### config.mk
export PLATFORM = sky130hd
export DESIGN_NAME = pulse_train_with_preamble_top_flat
export DESIGN_NICKNAME = d
export VERILOG_FILES = /design/src/design/ptp_pkg.sv /design/src/design/ptp_ifs.sv /design/src/design/pulse_train_with_preamble_top.sv /design/src/flat_wrapper.sv
export VERILOG_INCLUDE_DIRS = /design/src /design/src/design
export SDC_FILE = /design/constraint.sdc
export NUM_CORES = 1
export LEC_CHECK = 0
export BUFFER_PORTS_ARGS = -buffer_cell sky130_fd_sc_hd__buf_2
export CAP_MARGIN = 20
export CORE_ASPECT_RATIO = 0.6
export CORE_MARGIN = 2
export CORE_UTILIZATION = 47
export CTS_BUF_LIST = sky130_fd_sc_hd__clkbuf_4
export DETAILED_ROUTE_END_ITERATION = 10
export GPL_TIMING_DRIVEN = 0
export PLACE_DENSITY = 0.71
export REMOVE_ABC_BUFFERS = 1
export SYNTH_ARGS = -nofsm -noshare
export SYNTH_HDL_FRONTEND = slang
export SYNTH_SLANG_ARGS = --single-unit
### constraint.sdc
create_clock -name clk -period 6.3 [get_ports clk]
set_clock_uncertainty 0.05 [all_clocks]
set_input_delay 0.63 -clock clk [delete_from_list [all_inputs] [get_ports clk]]
set_output_delay 0.63 -clock clk [all_outputs]
set_load 0.02 [all_outputs]
### src/design/assert_macros.svh
// Assertion macros used by the top-level RTL file of the pulse train block.
`ifndef ASSERT_MACROS_SVH
`define ASSERT_MACROS_SVH

`ifndef SYNTHESIS

// Property must hold at every clock edge outside reset.
`define ASSERT_ALWAYS(name, clk, rst_n, prop) \
  name: assert property (@(posedge clk) disable iff (!rst_n) (prop)) \
    else $error("assertion failed");

// Expression must never be true outside reset.
`define ASSERT_NEVER(name, clk, rst_n, expr) \
  name: assert property (@(posedge clk) disable iff (!rst_n) !(expr)) \
    else $error("forbidden condition seen");

`else

`define ASSERT_ALWAYS(name, clk, rst_n, prop)
`define ASSERT_NEVER(name, clk, rst_n, expr)

`endif

`endif

### src/design/ptp_pkg.sv
// Types and constants of the pulse train generator with preamble.
`default_nettype none

package ptp_pkg;

  // Tick time arithmetic wraps at 2**TIME_W
  localparam int unsigned TIME_W    = 16;
  localparam int unsigned COUNT_W   = 15;
  localparam int unsigned CMD_W     = 2;
  localparam int unsigned CFG_IDX_W = 2;
  localparam int unsigned CFG_DATA_W = 16;

  // Periods at or above this length force the wake-up preamble
  localparam logic [TIME_W-1:0] SLEEP_PERIOD_TICKS    = 16'd300;
  localparam logic [TIME_W-1:0] WAKEUP_PREAMBLE_TICKS = 16'd5;

  // Register reset values
  localparam logic [COUNT_W-1:0] PULSE_COUNT_RST    = 15'd1;
  localparam logic [TIME_W-1:0]  HIGH_TICKS_RST     = 16'd1;
  localparam logic [TIME_W-1:0]  PERIOD_TICKS_RST   = 16'd10;
  localparam logic [TIME_W-1:0]  PREAMBLE_TICKS_RST = 16'd0;

  // Command codes; the unused code acts as no command
  localparam logic [CMD_W-1:0] CMD_NONE  = 2'd0;
  localparam logic [CMD_W-1:0] CMD_RUN   = 2'd1;
  localparam logic [CMD_W-1:0] CMD_RESET = 2'd2;

  // Configuration register indexes
  localparam logic [CFG_IDX_W-1:0] CFG_PULSE_COUNT    = 2'd0;
  localparam logic [CFG_IDX_W-1:0] CFG_HIGH_TICKS     = 2'd1;
  localparam logic [CFG_IDX_W-1:0] CFG_PERIOD_TICKS   = 2'd2;
  localparam logic [CFG_IDX_W-1:0] CFG_PREAMBLE_TICKS = 2'd3;

  typedef enum logic [1:0] {
    PH_STANDBY  = 2'd0,
    PH_PREAMBLE = 2'd1,
    PH_HIGH     = 2'd2,
    PH_LOW      = 2'd3
  } phase_t;

  // A target counts as reached when now lies in the half circle after it
  function automatic logic time_reached(input logic [TIME_W-1:0] now,
                                        input logic [TIME_W-1:0] target);
    logic [TIME_W-1:0] diff;
    diff = now - target;
    return ~diff[TIME_W-1];
  endfunction

endpackage

`default_nettype wire

### src/design/ptp_ifs.sv
// Valid/ready channel interfaces for commands in and pin levels out.
`default_nettype none

interface ptp_in_if;
  logic                         valid;
  logic                         ready;
  logic [ptp_pkg::CMD_W-1:0]    req_type;
  logic [ptp_pkg::TIME_W-1:0]   time_now;

  modport source (output valid, output req_type, output time_now, input ready);
  modport sink   (input valid, input req_type, input time_now, output ready);
endinterface

interface ptp_out_if;
  logic                         valid;
  logic                         ready;
  logic                         main_level;
  logic                         sub_level;
  logic [ptp_pkg::COUNT_W-1:0]  pulses_left;

  modport source (output valid, output main_level, output sub_level,
                  output pulses_left, input ready);
  modport sink   (input valid, input main_level, input sub_level,
                  input pulses_left, output ready);
endinterface

`default_nettype wire

### src/design/pulse_train_with_preamble_top.sv
// Top level of the pulse train generator with preamble.
//
//   channel   dir  payload                               beat
//   in_ch     in   req_type[1:0], time_now[15:0]         one command per tick sample
//   out_ch    out  main_level, sub_level, pulses_left    one result per input beat
//   cfg_*     in   cfg_index[1:0], cfg_wdata[15:0]       write on cfg_wr_en
//
// Each input beat is processed as it is accepted: the phase machine updates its
// state and the result lands in the output register on the accepting edge.
// One beat per cycle is sustained; a stalled output beat blocks input only
// while the output register is full and not being drained in that cycle.
// Synchronous active-low reset returns to standby with the default registers.
`default_nettype none
`include "assert_macros.svh"

module pulse_train_with_preamble_top (
  input  wire logic                              clk,
  input  wire logic                              rst_n,
  ptp_in_if.sink                                 in_ch,
  ptp_out_if.source                              out_ch,
  input  wire logic                              cfg_wr_en,
  input  wire logic [ptp_pkg::CFG_IDX_W-1:0]     cfg_index,
  input  wire logic [ptp_pkg::CFG_DATA_W-1:0]    cfg_wdata
);

  localparam int unsigned TW = ptp_pkg::TIME_W;
  localparam int unsigned CW = ptp_pkg::COUNT_W;

  // Configuration registers
  logic [CW-1:0] pulse_count_r;
  logic [TW-1:0] high_ticks_r;
  logic [TW-1:0] period_ticks_r;
  logic [TW-1:0] preamble_ticks_r;

  // Phase machine state
  ptp_pkg::phase_t phase_r, phase_nxt;
  logic [CW-1:0] remaining_r, remaining_nxt;
  logic [TW-1:0] period_origin_r, period_origin_nxt;
  logic [TW-1:0] high_start_r, high_start_nxt;

  // Output register
  logic          out_valid_r;
  logic          main_level_r, main_level_nxt;
  logic          sub_level_r, sub_level_nxt;
  logic [CW-1:0] pulses_left_r;

  logic          in_fire;
  logic          rst_cmd;
  logic          run_load;
  logic [TW-1:0] pre_len;
  logic [TW-1:0] pre_end;
  logic [TW-1:0] high_end;
  logic [TW-1:0] now;
  logic [ptp_pkg::CMD_W-1:0] cmd;

  // Handshake: take a beat whenever the output register is free or draining
  assign in_ch.ready = ~out_valid_r | out_ch.ready;
  assign in_fire     = in_ch.valid & in_ch.ready;
  assign cmd         = in_ch.req_type;
  assign now         = in_ch.time_now;

  // Command decode
  assign rst_cmd  = (cmd == ptp_pkg::CMD_RESET);
  assign run_load = (phase_r == ptp_pkg::PH_STANDBY) && (cmd == ptp_pkg::CMD_RUN);

  // Config write port
  always_ff @(posedge clk) begin
    if (!rst_n) begin
      pulse_count_r    <= ptp_pkg::PULSE_COUNT_RST;
      high_ticks_r     <= ptp_pkg::HIGH_TICKS_RST;
      period_ticks_r   <= ptp_pkg::PERIOD_TICKS_RST;
      preamble_ticks_r <= ptp_pkg::PREAMBLE_TICKS_RST;
    end else if (cfg_wr_en) begin
      case (cfg_index)
        ptp_pkg::CFG_PULSE_COUNT:    pulse_count_r    <= cfg_wdata[CW-1:0];
        ptp_pkg::CFG_HIGH_TICKS:     high_ticks_r     <= cfg_wdata[TW-1:0];
        ptp_pkg::CFG_PERIOD_TICKS:   period_ticks_r   <= cfg_wdata[TW-1:0];
        ptp_pkg::CFG_PREAMBLE_TICKS: preamble_ticks_r <= cfg_wdata[TW-1:0];
        default: ;
      endcase
    end
  end

  // Preamble length and phase end times
  assign pre_len  = (period_ticks_r >= ptp_pkg::SLEEP_PERIOD_TICKS)
                    ? ptp_pkg::WAKEUP_PREAMBLE_TICKS : preamble_ticks_r;
  assign pre_end  = period_origin_r + pre_len;
  assign high_end = high_start_r + high_ticks_r;

  // Next state
  always_comb begin
    phase_nxt         = phase_r;
    remaining_nxt     = remaining_r;
    period_origin_nxt = period_origin_r;
    high_start_nxt    = high_start_r;
    case (phase_r)
      ptp_pkg::PH_PREAMBLE: begin
        high_start_nxt = pre_end;
        if (rst_cmd) begin
          phase_nxt = ptp_pkg::PH_STANDBY;
        end else if (ptp_pkg::time_reached(now, pre_end)) begin
          phase_nxt = ptp_pkg::PH_HIGH;
        end
      end
      ptp_pkg::PH_HIGH: begin
        if (rst_cmd) begin
          phase_nxt = ptp_pkg::PH_STANDBY;
        end else if (ptp_pkg::time_reached(now, high_end)) begin
          phase_nxt         = ptp_pkg::PH_LOW;
          period_origin_nxt = period_origin_r + period_ticks_r;
          if (remaining_r != '0) begin
            remaining_nxt = remaining_r - CW'(1);
          end
        end
      end
      ptp_pkg::PH_LOW: begin
        if (rst_cmd || remaining_r == '0) begin
          phase_nxt = ptp_pkg::PH_STANDBY;
        end else if (ptp_pkg::time_reached(now, period_origin_r)) begin
          phase_nxt = ptp_pkg::PH_PREAMBLE;
        end
      end
      default: begin
        if (run_load) begin
          phase_nxt         = ptp_pkg::PH_PREAMBLE;
          remaining_nxt     = pulse_count_r;
          period_origin_nxt = now;
          high_start_nxt    = now + pre_len;
        end
      end
    endcase
  end

  // Pin levels follow the phase held at the start of the beat; a reset command drives both low
  always_comb begin
    main_level_nxt = 1'b0;
    sub_level_nxt  = 1'b0;
    case (phase_r)
      ptp_pkg::PH_PREAMBLE: begin
        sub_level_nxt = ~rst_cmd;
      end
      ptp_pkg::PH_HIGH: begin
        main_level_nxt = ~rst_cmd;
        sub_level_nxt  = ~rst_cmd;
      end
      default: ;
    endcase
  end

  // State registers
  always_ff @(posedge clk) begin
    if (!rst_n) begin
      phase_r         <= ptp_pkg::PH_STANDBY;
      remaining_r     <= '0;
      period_origin_r <= '0;
      high_start_r    <= '0;
    end else if (in_fire) begin
      phase_r         <= phase_nxt;
      remaining_r     <= remaining_nxt;
      period_origin_r <= period_origin_nxt;
      high_start_r    <= high_start_nxt;
    end
  end

  // Output valid flag
  always_ff @(posedge clk) begin
    if (!rst_n) begin
      out_valid_r <= 1'b0;
    end else if (in_fire) begin
      out_valid_r <= 1'b1;
    end else if (out_ch.ready) begin
      out_valid_r <= 1'b0;
    end
  end

  // Output payload
  always_ff @(posedge clk) begin
    if (in_fire) begin
      main_level_r  <= main_level_nxt;
      sub_level_r   <= sub_level_nxt;
      pulses_left_r <= remaining_nxt;
    end
  end

  assign out_ch.valid       = out_valid_r;
  assign out_ch.main_level  = main_level_r;
  assign out_ch.sub_level   = sub_level_r;
  assign out_ch.pulses_left = pulses_left_r;

  // Checks
  `ASSERT_ALWAYS(a_reset_idle, clk, rst_n, in_fire && rst_cmd |=> phase_r == ptp_pkg::PH_STANDBY)
  `ASSERT_NEVER(a_main_without_sub, clk, rst_n, out_valid_r && main_level_r && !sub_level_r)
  `ASSERT_ALWAYS(a_no_reload, clk, rst_n, !run_load |=> remaining_r <= $past(remaining_r))
  `ASSERT_ALWAYS(a_beat_lands, clk, rst_n, in_fire |=> out_valid_r && pulses_left_r == remaining_r)

endmodule

`default_nettype wire
### src/flat_wrapper.sv
// flat-port wrapper written by rule: the top's interface ports become plain ports
module pulse_train_with_preamble_top_flat 
  (clk, rst_n, cfg_wr_en, cfg_index, cfg_wdata, in_ch_valid, in_ch_req_type, in_ch_time_now, in_ch_ready, out_ch_valid, out_ch_main_level, out_ch_sub_level, out_ch_pulses_left, out_ch_ready);
  ptp_in_if in_ch_i ();
  ptp_out_if out_ch_i ();
  input  wire logic clk;
  input  wire logic rst_n;
  input  wire logic cfg_wr_en;
  input  wire logic [ptp_pkg::CFG_IDX_W-1:0] cfg_index;
  input  wire logic [ptp_pkg::CFG_DATA_W-1:0] cfg_wdata;
  input wire logic [$bits(in_ch_i.valid)-1:0] in_ch_valid;
  input wire logic [$bits(in_ch_i.req_type)-1:0] in_ch_req_type;
  input wire logic [$bits(in_ch_i.time_now)-1:0] in_ch_time_now;
  output wire logic [$bits(in_ch_i.ready)-1:0] in_ch_ready;
  output wire logic [$bits(out_ch_i.valid)-1:0] out_ch_valid;
  output wire logic [$bits(out_ch_i.main_level)-1:0] out_ch_main_level;
  output wire logic [$bits(out_ch_i.sub_level)-1:0] out_ch_sub_level;
  output wire logic [$bits(out_ch_i.pulses_left)-1:0] out_ch_pulses_left;
  input wire logic [$bits(out_ch_i.ready)-1:0] out_ch_ready;
  assign in_ch_i.valid = in_ch_valid;
  assign in_ch_i.req_type = in_ch_req_type;
  assign in_ch_i.time_now = in_ch_time_now;
  assign in_ch_ready = in_ch_i.ready;
  assign out_ch_valid = out_ch_i.valid;
  assign out_ch_main_level = out_ch_i.main_level;
  assign out_ch_sub_level = out_ch_i.sub_level;
  assign out_ch_pulses_left = out_ch_i.pulses_left;
  assign out_ch_i.ready = out_ch_ready;
  pulse_train_with_preamble_top u_core (.clk(clk), .rst_n(rst_n), .in_ch(in_ch_i), .out_ch(out_ch_i), .cfg_wr_en(cfg_wr_en), .cfg_index(cfg_index), .cfg_wdata(cfg_wdata));
endmodule
== Yosys cells after proc, flatten, opt, wreduce, memory -nomap -nowiden ==
Index checks and enable logic that the tools add are counted.
Word-level totals
  register bits: 130
  bits of input ports: 41
  output and inout bits: 19
  word-level logic and storage cells: 82
Cells by class
  add/subtract/negate cells: 8
  magnitude comparators: 1
  equality and inequality tests: 13
  multiplexer cells: 22
  bitwise gates (word level): 6
  reduce and logical (&&, ||, !) cells: 20
Operators with widths (number)
  16-bit 2-to-1 mux: 5
  16-bit adder: 4
  16-bit one-hot mux with 2 select lines: 2
  15-bit 2-to-1 mux: 4
  16-bit subtractor: 3
  15-bit one-hot mux with 2 select lines: 1
  16-bit by 9-bit greater-or-equal comparator with 1-bit output (second input constant): 1
  15-bit zero test: 1
  15-bit nonzero test: 1
  15-bit by 1-bit subtractor with 15-bit output (second input constant): 1
  2-bit 2-to-1 mux: 7
  2-bit equality test (second input constant): 5
  5-bit AND reduction: 2
  3-bit by 2-bit != test with 1-bit output (second input constant): 3
  2-bit AND reduction: 4
  2-bit by 1-bit equality test with 1-bit output (second input constant): 3
  2-bit one-hot mux with 3 select lines: 1
  2-bit nonzero test: 3
  2-bit OR reduction: 3
  2-bit zero test: 2
  2-bit != test (second input constant): 2
  1-bit inverter: 4
  4-bit nonzero test: 1
  3-bit AND reduction: 1
  5 further kinds: 6

== Depth between registers and ports, before layout ==
Gate-level depths: netlist (run 1).
  depth after elaboration: 7
  depth in mapped cells: 28
  gate-level depth less buffers: 26

== Worst setup path before layout (run 1) ==
Ideal clock, no wire load.
  path type: register -> register
  from: reg u_core.period_ticks_r[5]
  to: reg u_core.phase_r[0]
  library setup time: 116 ps
  arrival: 5339 ps
  required time: 6134 ps
  slack: 795 ps
  stages on the path, launching flop included: 28
  buffers on the path: 2
  clock period less this slack: 5505 ps
  cells stage by stage: dfxtp_1 > a211o_1 > o21a_1 > nor2_2 > buf_2 > buf_1 > nand2_1 > xnor2_1 > ha_1 > a211oi_1 > nor2_1 > a31oi_1 > and4bb_1 > a31oi_2 > and2_1 > o21ai_0 > a31oi_1 > xnor2_1 > ha_1 > a211o_1 > nor3_1 > o21ai_0 > or3b_2 > a31oi_1 > xnor2_1 > xnor2_1 > o21a_2 > o211a_1
Between the ends
  word-level cells in the longest chain between the ends: 6
RTL lines
  start, declared: RTL line pulse_train_with_preamble_top.sv:32  | logic [TW-1:0] period_ticks_r;
  start signal, assigned: RTL line pulse_train_with_preamble_top.sv:71  | period_ticks_r <= ptp_pkg::PERIOD_TICKS_RST;
  start signal, assigned: RTL line pulse_train_with_preamble_top.sv:77  | ptp_pkg::CFG_PERIOD_TICKS: period_ticks_r <= cfg_wdata[TW-1:0];
  16-bit by 9-bit greater-or-equal comparator with 1-bit output: RTL line pulse_train_with_preamble_top.sv:85  | assign pre_len = (period_ticks_r >= ptp_pkg::SLEEP_PERIOD_TICKS)
  16-bit 2-to-1 mux: RTL line pulse_train_with_preamble_top.sv:86  | ? ptp_pkg::WAKEUP_PREAMBLE_TICKS : preamble_ticks_r;
  16-bit adder: RTL line pulse_train_with_preamble_top.sv:87  | assign pre_end = period_origin_r + pre_len;
  16-bit subtractor: RTL line ptp_pkg.sv:45  | diff = now - target;
  3-bit by 2-bit != test with 1-bit output (no source line)
  5-bit AND reduction (no source line)
  end signal, assigned: RTL line pulse_train_with_preamble_top.sv:153  | phase_r <= ptp_pkg::PH_STANDBY;
  end signal, assigned: RTL line pulse_train_with_preamble_top.sv:158  | phase_r <= phase_nxt;
  end, declared: RTL line pulse_train_with_preamble_top.sv:36  | ptp_pkg::phase_t phase_r, phase_nxt;
Every way passes these cells.
A chain may end at the register's enable or synchronous reset.

== Final worst setup path (run 1) ==
  from: reg u_core.period_ticks_r[6]
  to: reg u_core.phase_r[0]
The elaborated chain is that of the path after synthesis.

==> run metrics, run 1 <==
Critical Path End Type flip-flop; CTS tree built; number of antenna violations at the first check in global routing 0; I/O pin count 60; number of cells produced by synthesis 1,263; max-slew violation count 0; std cell rows 41; drt total wl 30,600 um; Die Y 117 um; fraction of synthesized cell area in xor and xnor cells 0.0574; critical path required time 6.68 ns; proportion of register bits with asynchronous set or reset after synthesis 0; switch share 0.365; worst slew margin relative to its limit 0.346; final setup violation count 0; portion of total power attributed to the clock network 0.270; Std-Cell Core Area 20,900 sq um; final weighted congestion in routability-driven placement 0.936; number of distinct standard cells referenced by the synthesized netlist 86; Worst Path Arrival 6.32 ns; Comb power frac 0.298; WL/cell 19.5 um; multiplexer fraction of the synthesized cell area 0.0203; total clock buffers created by CTS 17; most used cell along the critical path xnor2_1; number of flops mapped to enable cells by yosys 17; Hold Buf Count CTS 0; cell area reported after detailed placement 10,400 sq um; fraction of layout cells with a size suffix above 1 0.112; global-route wire length before repair 47,300 um; mean post-synth cell area 7.86 sq um; NetSw 0.784 mW; Cell Count Post-Placement 1,532; leakage dissipation 4.29 nW; Non-Filler Instances 1,572; Synthesis Warnings 0; class of the most critical setup path reg -> reg; max-cap viol count 0; startpoint type of the worst setup path flip-flop; part of the total power dissipated in sequential elements 0.432; fraction of the mapped netlist area in simple logic gates 0.195; Pint 1.37 mW; share of the synthesized area in compound gates (AO/OA/AOI/OAI) 0.255; number of optimization iterations in the first detailed-route pass 5; vias in the first global route 8,474; number of input and output port buffers inserted 59; nets 1,417; synth-to-layout area growth 8.91%; maximum fanout along the worst path 14; number of register bits inferred by synthesis 130; slew of the pin with the lowest slew margin 0.977 ns; Avg Vias per Cell 6.11; die boundary width 192 um; Total GRT Usage 0.277; DP Wirelength 23,000 um; largest stage delay on the critical path 0.52 ns; class of the most critical hold timing path in -> reg; min setup slack post-route 0.361 ns; VDD IR-drop max 116 uV; Worst path slowest cell or3b_2; final hold violations 0; final critical-path share of the clock period 0.943; share of synthesized area occupied by flip-flops and latches 0.279; cell chosen for the clock root clkbuf_4; CTS Buffer Depth 2; post-synthesis instance area 9920 sq um; summed negative setup slack over all endpoints 0 ns; largest net degree at the start of global routing 90; clock-pin transition on the worst setup and hold timing paths 0.14 ns; total gr overflow 0; pwr/cell area 199 nW/um^2; setup slack after placement -0.927 ns; status complete, no violations; drt first-iter violations 1,127; Most used DFF post-synth dfxtp_1; final standard cell area without fillers 10,800 sq um; dominant combinational cell family by area after synthesis compound AO/OA/AOI/OAI gates; effective utilization at floorplan 0.475; cell breakdown of the critical path a211o_1, o21a_4, or3_1, ha_2, ha_1, a211oi_1, nor2_1, a31oi_2, and4bb_1, a31oi_4, and2_4, o21ai_0, a31oi_1, xnor2_1, ha_2, a211o_1, nor3_1, o21ai_2, or3b_2, a31oi_4, xnor2_1, xnor2_1, o21a_2, o211a_1; clock sink count 130; post-route DRC violation count 0; arithmetic-cell share of the synthesized area counting full adders, half adders and majority gates 0.135; clock latency reported for the late side of the worst-skew pair 0.57 ns; antenna cell count 0; Antenna Violating Nets Remaining 0; total die area 22,300 sq um; via count 9,601; most common library cell in the layout ignoring fill and taps nand2_1; maximum clock frequency 0.168 GHz; time the final worst path needs with I/O delays and setup 5.94 ns; number of H-tree levels 4; most frequent cells in the layout nand2_1 (205), a21oi_1 (114), dfxtp_1 (113)
cell families (layout without fill, tap and decap cells):
| group | after synthesis | in the layout |
|---|---|---|
| AOI/OAI and AO/OA | 376 | 376 |
| xor gates and xnor gates | 65 | 65 |
| adders and majority gates | 99 | 99 |
| buffers and inverters | 150 | 179 |
| DFF | 130 | 130 |
| muxes | 20 | 20 |
| and+or+nand+nor | 423 | 424 |
power by group through the flow:
stage               clock network, mW  registers, mW  logic, mW
CTS                             0.584          0.926      0.614
global route                    0.622          0.934      0.705
global placement                    0          0.943      0.577
detailed placement                  0          0.945      0.601
finish                          0.582          0.929      0.641
floorplan                           0          0.940      0.400
flip-flops by register name, summed over array words and instances, names as in the netlist:
signal,cells
u_core.pulse_count_r,15
u_core.preamble_ticks_r,16
u_core.high_ticks_r,16
u_core.period_ticks_r,16
u_core.out_ch.valid,1
u_core.out_ch.pulses_left,15
u_core.remaining_r,15
u_core.out_ch.main_level,1
u_core.out_ch.sub_level,1
u_core.phase_r,2
u_core.high_start_r,16
u_core.period_origin_r,16
area by class of cell:
cell class / count / area [sq um]
Fill cell: 2026 / 10100
Multi-Input combinational cell: 984 / 6650
Sequential cell: 130 / 2770
Clock buffer: 21 / 158
Tap cell: 279 / 349
Inverter: 74 / 280
Clock inverter: 11 / 114
Timing Repair Buffer: 73 / 484
worst max-delay path, delay by kind of cell, from the launching register on:
kind	cells	cell delay (ns)
xor gates and xnor gates	3	0.47
and+or+nand+nor	6	1.61
AOI/OAI and AO/OA	12	2.58
adders and majority gates	3	0.71
DFF	1	0.38
final timing paths:
| path | start | end | slack [ns] | cells past startpoint |
|---|---|---|---|---|
| max | u_core.period_ticks_r[6]$_SDFFE_PN0P_ | u_core.phase_r[0]$_SDFFE_PN0P_ | 0.36 | 24 |
| min | in_ch_valid | u_core.out_ch.valid$_SDFFE_PN0P_ | 0.27 | 3 |
| max reg2reg | u_core.period_ticks_r[6]$_SDFFE_PN0P_ | u_core.phase_r[0]$_SDFFE_PN0P_ | 0.36 | 24 |
| min reg2reg | u_core.high_ticks_r[2]$_SDFFE_PN0P_ | u_core.high_ticks_r[2]$_SDFFE_PN0P_ | 0.41 | 2 |
synth_stat cells, types with 4 or more instances:
cell      instances  area (sq um)
a211oi_1         18           135
a21o_1           27           203
a21oi_1         114           571
a22oi_1          15           113
a311oi_1          4          35.0
a31o_1            4          35.0
a31o_2            7          61.3
a31oi_1          26           163
a41oi_1           5          43.8
and2_1            7          43.8
and3_1           18           113
buf_2            10          50.1
clkbuf_1         62           233
dfxtp_1         113          2260
edfxtp_1         17           510
fa_1             14           280
ha_1             82          1030
inv_1            73           274
mux2i_1          19           190
nand2_1         206           773
nand2b_1         12          75.1
nand3_1          33           165
nand4_1          12          75.1
nor2_1           76           285
nor2b_1           4          25.0
nor3_1           20           100
nor4_1            6          37.5
o211a_1           6          60.1
o211ai_1         15           113
o21a_1            9          67.6
o21ai_0          52           260
o21ai_1           4          20.0
o21bai_1          6          45.0
o221ai_1          4          35.0
o22ai_1          10          62.6
o31ai_1           6          45.0
or3_1             7          43.8
xnor2_1          46           403
xor2_1           19           166
routing by layer:
layer	wire [um]	vias to the layer above	global-route usage
met5	0	-	0.00214
met4	206	0	0.0426
met3	3780	28	0.0953
met2	11600	484	0.369
met1	15000	4521	0.427
li1	-	4568	-
per-stage QoR:
stage | hold slack, ns | utilization | power (mW)
2_1_floorplan | 0.382 | - | 1.34
3_3_place_gp | 0.387 | 0.492 | 1.52
3_5_place_dp | 0.396 | 0.498 | 1.55
4_1_cts | 0.243 | 0.514 | 2.12
5_1_grt | 0.263 | 0.518 | 2.26
6_report | 0.274 | 0.518 | 2.15
repair_timing:
action | in CTS | in global routing
endpoints found under the setup margin | 2 | 2
pin swaps | 3 | 4
cloned | 1 | 0
gates resized for setup | 6 | 10
setup buffers | 4 | 2
No activity file was read; power rests on OpenSTA's default activity.
==> inputs of run 2 (changes only) <==
==> constraint.sdc (replaced) <==
create_clock -name clk -period 5.7 [get_ports clk]
set_clock_uncertainty 0.05 [all_clocks]
set_input_delay 0.57 -clock clk [delete_from_list [all_inputs] [get_ports clk]]
set_output_delay 0.57 -clock clk [all_outputs]
set_load 0.02 [all_outputs]
==> run 2 against run 1 <==
Compared with the run above:
- sequential power increased by 11%
- sequential share of layout area decreased by 0.59 points
- power increased by 12%
- first-iteration DRC count decreased by 7.0%
- largest cell class unchanged
==> run metrics, run 2 (synthesis results as in run 1) <==
DP Wirelength 23,000 um (unchanged); pwr/cell area 217 nW/um^2 (was 199 nW/um^2); number of H-tree levels 4 (unchanged); Critical Path End Type flip-flop (unchanged); hold path startpoint in_ch_valid (unchanged); critical path required time 6.07 ns (was 6.68 ns); setup slack after placement -1.53 ns (was -0.927 ns); std cell rows 41 (unchanged); I/O pin count 60 (unchanged); Avg Vias per Cell 6.10 (was 6.11); leakage dissipation 4.41 nW (was 4.29 nW); most frequent cells in the layout nand2_1 (204), a21oi_1 (112), dfxtp_1 (108) (was nand2_1 (205), a21oi_1 (114), dfxtp_1 (113)); largest net degree at the start of global routing 90 (unchanged); drt first-iter violations 1,048 (was 1,127); final critical-path share of the clock period 0.995 (was 0.943); VDD IR-drop max 128 uV (was 116 uV); Die Y 117 um (unchanged); total gr overflow 0 (unchanged); final weighted congestion in routability-driven placement 0.936 (unchanged); vias in the first global route 8,550 (was 8,474); effective utilization at floorplan 0.475 (unchanged); time the final worst path needs with I/O delays and setup 5.67 ns (was 5.94 ns); final hold violations 0 (unchanged); drt total wl 31,100 um (was 30,600 um); post-route DRC violation count 0 (unchanged); WL/cell 19.7 um (was 19.5 um); slew of the pin with the lowest slew margin 0.980 ns (was 0.977 ns); Total GRT Usage 0.280 (was 0.277); final setup violation count 0 (unchanged); launching point of the worst reg2reg path u_core.period_ticks_r[9]$_SDFFE_PN0P_ (was u_core.period_ticks_r[6]$_SDFFE_PN0P_); class of the most critical setup path reg -> reg (unchanged); fraction of layout cells with a size suffix above 1 0.140 (was 0.112); total die area 22,300 sq um (unchanged); worst slew margin relative to its limit 0.344 (was 0.346); die boundary width 192 um (unchanged); Worst Path Arrival 6.05 ns (was 6.32 ns); class of the most critical hold timing path in -> reg (unchanged); global-route wire length before repair 47,700 um (was 47,300 um); via count 9,658 (was 9,601); number of antenna violations at the first check in global routing 0 (unchanged); most common library cell in the layout ignoring fill and taps nand2_1 (unchanged); antenna cell count 0 (unchanged); Std-Cell Core Area 20,900 sq um (unchanged); total power of the final layout 2.41 mW (was 2.15 mW); clock latency reported for the late side of the worst-skew pair 0.55 ns (was 0.57 ns); launching instance or port of the critical path u_core.period_ticks_r[9]$_SDFFE_PN0P_ (was u_core.period_ticks_r[6]$_SDFFE_PN0P_); max-slew violation count 0 (unchanged); min setup slack post-route 0.0263 ns (was 0.361 ns); Hold Buf Count CTS 0 (unchanged); Antenna Violating Nets Remaining 0 (unchanged); status complete, no violations (unchanged); max-cap viol count 0 (unchanged); cell area reported after detailed placement 10,400 sq um (unchanged); number of optimization iterations in the first detailed-route pass 6 (was 5); synth-to-layout area growth 11.8% (was 8.91%); clock-pin transition on the worst setup and hold timing paths 0.12 ns (was 0.14 ns); maximum clock frequency 0.176 GHz (was 0.168 GHz); CTS Buffer Depth 2 (unchanged); final standard cell area without fillers 11,100 sq um (was 10,800 sq um); startpoint type of the worst setup path flip-flop (unchanged); number of input and output port buffers inserted 59 (unchanged); nets 1,429 (was 1,417); cell chosen for the clock root clkbuf_4 (unchanged); RSZ-0062 raised after global routing true; CTS tree built (unchanged); total clock buffers created by CTS 17 (unchanged); maximum fanout along the worst path 5 (was 14); clock sink count 130 (unchanged)
==> run 2: final timing paths <==
path / to / slack (ns) / cells past startpoint
setup / recovery: u_core.phase_r[0]$_SDFFE_PN0P_ / 0.03 / 27
hold / removal: u_core.out_ch.valid$_SDFFE_PN0P_ / 0.22 / 3
setup reg to reg: u_core.phase_r[0]$_SDFFE_PN0P_ / 0.03 / 27
hold reg to reg: u_core.high_ticks_r[2]$_SDFFE_PN0P_ / 0.41 / 2
==> run 2: area by class of cell <==
| type | instances | area, sq um |
|---|---|---|
| clock buffers | 21 | 158 |
| clock inverters | 11 | 114 |
| fillers | 1997 | 9790 |
| inverters | 74 | 280 |
| multi-input cells | 984 | 6820 |
| flip-flops and latches | 130 | 2780 |
| well taps | 279 | 349 |
| repair buffers | 85 | 591 |
==> run 2: per-layer routing <==
metal  routed length, um  part of all wire  vias up  global-route usage
met5                   0                 0        -             0.00214
met4                 201            0.0065        0              0.0415
met3                4080              0.13       23              0.0977
met2               12000              0.38      478               0.377
met1               14900              0.48     4566               0.427
li1                    -                 -     4591                   -
==> run 2: where the power goes <==
group | total (mW) | internal (mW) | switching, mW
Clock | 0.642 | 0.276 | 0.366
Combinational | 0.741 | 0.279 | 0.462
Sequential | 1.03 | 0.975 | 0.0526
==> run 2: critical path, cell delays in order (launching register included) <==
cell,delay (ns)
dfxtp_2,0.38
nor4_4,0.41
nand2_4,0.14
or3_4,0.37
ha_4,0.20
ha_4,0.17
a21o_1,0.16
a21oi_2,0.12
o31a_1,0.31
o22ai_2,0.13
a311oi_2,0.28
buf_4,0.18
buf_4,0.11
a22oi_1,0.08
nor3_2,0.24
nand2_1,0.16
a31oi_4,0.24
xnor2_2,0.16
inv_1,0.07
ha_1,0.27
o21ai_0,0.17
nand2b_1,0.10
a21oi_2,0.20
a31oi_4,0.07
xnor2_2,0.19
xnor2_2,0.15
o21a_2,0.23
o211a_1,0.20
==> run 2: metrics by stage <==
stage	setup TNS, ns	std cells	hold slack [ns]	utilization
floorplan	0	1187	0.382	-
global placement	-4.35	1525	0.387	0.492
detailed placement	-2.99	1532	0.396	0.498
CTS	0	1575	0.183	0.521
global route	-0.185	1584	0.203	0.531
finish	0	1584	0.224	0.531
==> run 2: what timing repair did <==
| action | CTS | global route |
|---|---|---|
| setup endpoints to repair | 2 | 2 |
| resized for setup | 24 | 28 |
| pin swaps | 12 | 17 |
| buffers inserted | 10 | 8 |
| gates cloned | 1 | 0 |
==> inputs of run 3 (changes only) <==
--- a/config.mk
+++ b/config.mk
@@ -9,7 +9,6 @@
 export BUFFER_PORTS_ARGS = -buffer_cell sky130_fd_sc_hd__buf_2
 export CAP_MARGIN = 20
 export CORE_ASPECT_RATIO = 0.6
-export CORE_MARGIN = 2
 export CORE_UTILIZATION = 47
 export CTS_BUF_LIST = sky130_fd_sc_hd__clkbuf_4
 export DETAILED_ROUTE_END_ITERATION = 10
==> run 3 against run 2 <==
Compared with the run above:
- the flow now finishes with violations (negative setup slack)
- critical path type unchanged
- critical endpoint unchanged
- final cell count fell by 0.57%
- largest cell class unchanged
- worst setup slack lost 0.13 ns
- non-clock buffer count decreased by 3
==> run metrics, run 3 (synthesis results as in run 1) <==
Antenna Violating Nets Remaining 0 (unchanged); class of the most critical setup path reg -> reg (unchanged); largest net degree at the start of global routing 81 (was 90); number of input and output port buffers inserted 59 (unchanged); maximum fanout along the worst path 5 (unchanged); Critical Path End Type flip-flop (unchanged); largest stage delay on the critical path 0.43 ns (was 0.41 ns); fraction of layout cells with a size suffix above 1 0.134 (was 0.140); Std-Cell Core Area 20,300 sq um (was 20,900 sq um); most common library cell in the layout ignoring fill and taps nand2_1 (unchanged); launching point of the worst reg2reg path u_core.period_ticks_r[5]$_SDFFE_PN0P_ (was u_core.period_ticks_r[9]$_SDFFE_PN0P_); Total GRT Usage 0.290 (was 0.280); number of H-tree levels 4 (unchanged); I/O pin count 60 (unchanged); leakage dissipation 4.37 nW (was 4.41 nW); worst slew margin relative to its limit 0.346 (was 0.344); summed negative setup slack over all endpoints -0.148 ns (was 0 ns); CTS Buffer Depth 2 (unchanged); nets 1,426 (was 1,429); clock latency reported for the late side of the worst-skew pair 0.56 ns (was 0.55 ns); clock sink count 130 (unchanged); drt first-iter violations 1,212 (was 1,048); final setup violation count 2 (was 0); vias in the first global route 8,504 (was 8,550); launching instance or port of the critical path u_core.period_ticks_r[5]$_SDFFE_PN0P_ (was u_core.period_ticks_r[9]$_SDFFE_PN0P_); violated checks negative setup slack; synth-to-layout area growth 10.9% (was 11.8%); Hold Buf Count CTS 0 (unchanged); final weighted congestion in routability-driven placement 0.948 (was 0.936); Worst path slowest cell or3b_4 (was nor4_4); std cell rows 40 (was 41); global-route wire length before repair 48,100 um (was 47,700 um); total die area 21,700 sq um (was 22,300 sq um); Die Y 115 um (was 117 um); via count 9,661 (was 9,658); drt total wl 31,500 um (was 31,100 um); pwr/cell area 219 nW/um^2 (was 217 nW/um^2); max-slew violation count 0 (unchanged); WL/cell 20.0 um (was 19.7 um); effective utilization at floorplan 0.488 (was 0.475); RSZ-0062 raised after global routing true (unchanged); final hold violations 0 (unchanged); min setup slack post-route -0.103 ns (was 0.0263 ns); maximum clock frequency 0.172 GHz (was 0.176 GHz); clock-pin transition on the worst setup and hold timing paths 0.13 ns (was 0.12 ns); antenna cell count 0 (unchanged); Worst Path Arrival 6.20 ns (was 6.05 ns); startpoint type of the worst setup path flip-flop (unchanged); total buffers and inverters traversed by the critical path 2 (was 3); max-cap viol count 0 (unchanged); most frequent cells in the layout nand2_1 (205), a21oi_1 (113), dfxtp_1 (108) (was nand2_1 (204), a21oi_1 (112), dfxtp_1 (108)); Cell Count Post-Placement 1,525 (was 1,532); hold_ws 0.190 ns (was 0.224 ns); category of cells accounting for the largest share of critical-path delay compound AO/OA/AOI/OAI gates (unchanged); status complete, but fails checks (was complete, no violations); die boundary width 190 um (was 192 um); slew of the pin with the lowest slew margin 0.976 ns (was 0.980 ns); number of optimization iterations in the first detailed-route pass 6 (unchanged); total clock buffers created by CTS 17 (unchanged); total gr overflow 0 (unchanged); cell chosen for the clock root clkbuf_4 (unchanged); post-route DRC violation count 0 (unchanged); share of the core filled with cells 0.542 (was 0.531); number of antenna violations at the first check in global routing 0 (unchanged); Non-Filler Instances 1,575 (was 1,584); final critical-path share of the clock period 1.02 (was 0.995); class of the most critical hold timing path in -> reg (unchanged); VDD IR-drop max 141 uV (was 128 uV); hold path startpoint in_ch_valid (unchanged); CTS tree built (unchanged); Avg Vias per Cell 6.13 (was 6.10); time the final worst path needs with I/O delays and setup 5.80 ns (was 5.67 ns); critical path required time 6.10 ns (was 6.07 ns); DP Wirelength 23,200 um (was 23,000 um)
==> run 3: through the flow <==
stage / power [mW] / setup WS [ns] / cell area [sq um]
finish: 2.41 / -0.103 / 11000
global route: 2.53 / -0.167 / 11000
CTS: 2.37 / 0.000303 / 10900
detailed placement: 1.71 / -1.46 / 10400
global placement: 1.68 / -1.44 / 10300
floorplan: 1.48 / 0.147 / 9620
==> run 3: final cells by class <==
cell class | instances | area [sq um]
timing repair buffer | 82 | 564
tap | 273 | 342
multi-input combinational | 984 | 6770
inverter | 74 | 280
clock inverter | 15 | 146
fill | 1946 | 9310
sequential | 130 | 2780
clock buffer | 17 | 128
==> run 3: what timing repair did <==
item / 4_1_cts / 5_1_grt
resized for setup: 26 / 15
buffers inserted: 11 / 4
setup endpoints to repair: 2 / 2
cloned: 1 / 0
pin swaps: 10 / 13
==> run 3: metal layers <==
metal	GRT usage	routed length [um]	vias up
li1	-	-	4594
met1	0.442	14800	4509
met5	0	0	-
met4	0.0446	184	0
met3	0.116	4560	18
met2	0.377	12000	540
==> run 3: final timing paths <==
kind                                                           endpoint  slack [ns]  cells after the start
worst max-delay path                     u_core.phase_r[0]$_SDFFE_PN0P_       -0.10                     26
worst min-delay path                   u_core.out_ch.valid$_SDFFE_PN0P_        0.19                      3
worst max register to register           u_core.phase_r[0]$_SDFFE_PN0P_       -0.10                     26
worst min register to register  u_core.preamble_ticks_r[9]$_SDFFE_PN0P_        0.41                      2
==> run 3: worst register-to-register path, delay by kind of cell (launching register included) <==
family | cells | cell delay (ns)
AOI/OAI and AO/OA | 14 | 2.93
xor gates and xnor gates | 3 | 0.44
adders and majority gates | 3 | 0.62
buffers and inverters | 2 | 0.35
DFF | 1 | 0.37
and+or+nand+nor | 4 | 0.92
==> run 3: report_power, final <==
group	switching, mW	total (mW)	internal [mW]
Sequential	0.0510	1.03	0.975
Combinational	0.464	0.740	0.276
Clock	0.415	0.644	0.229
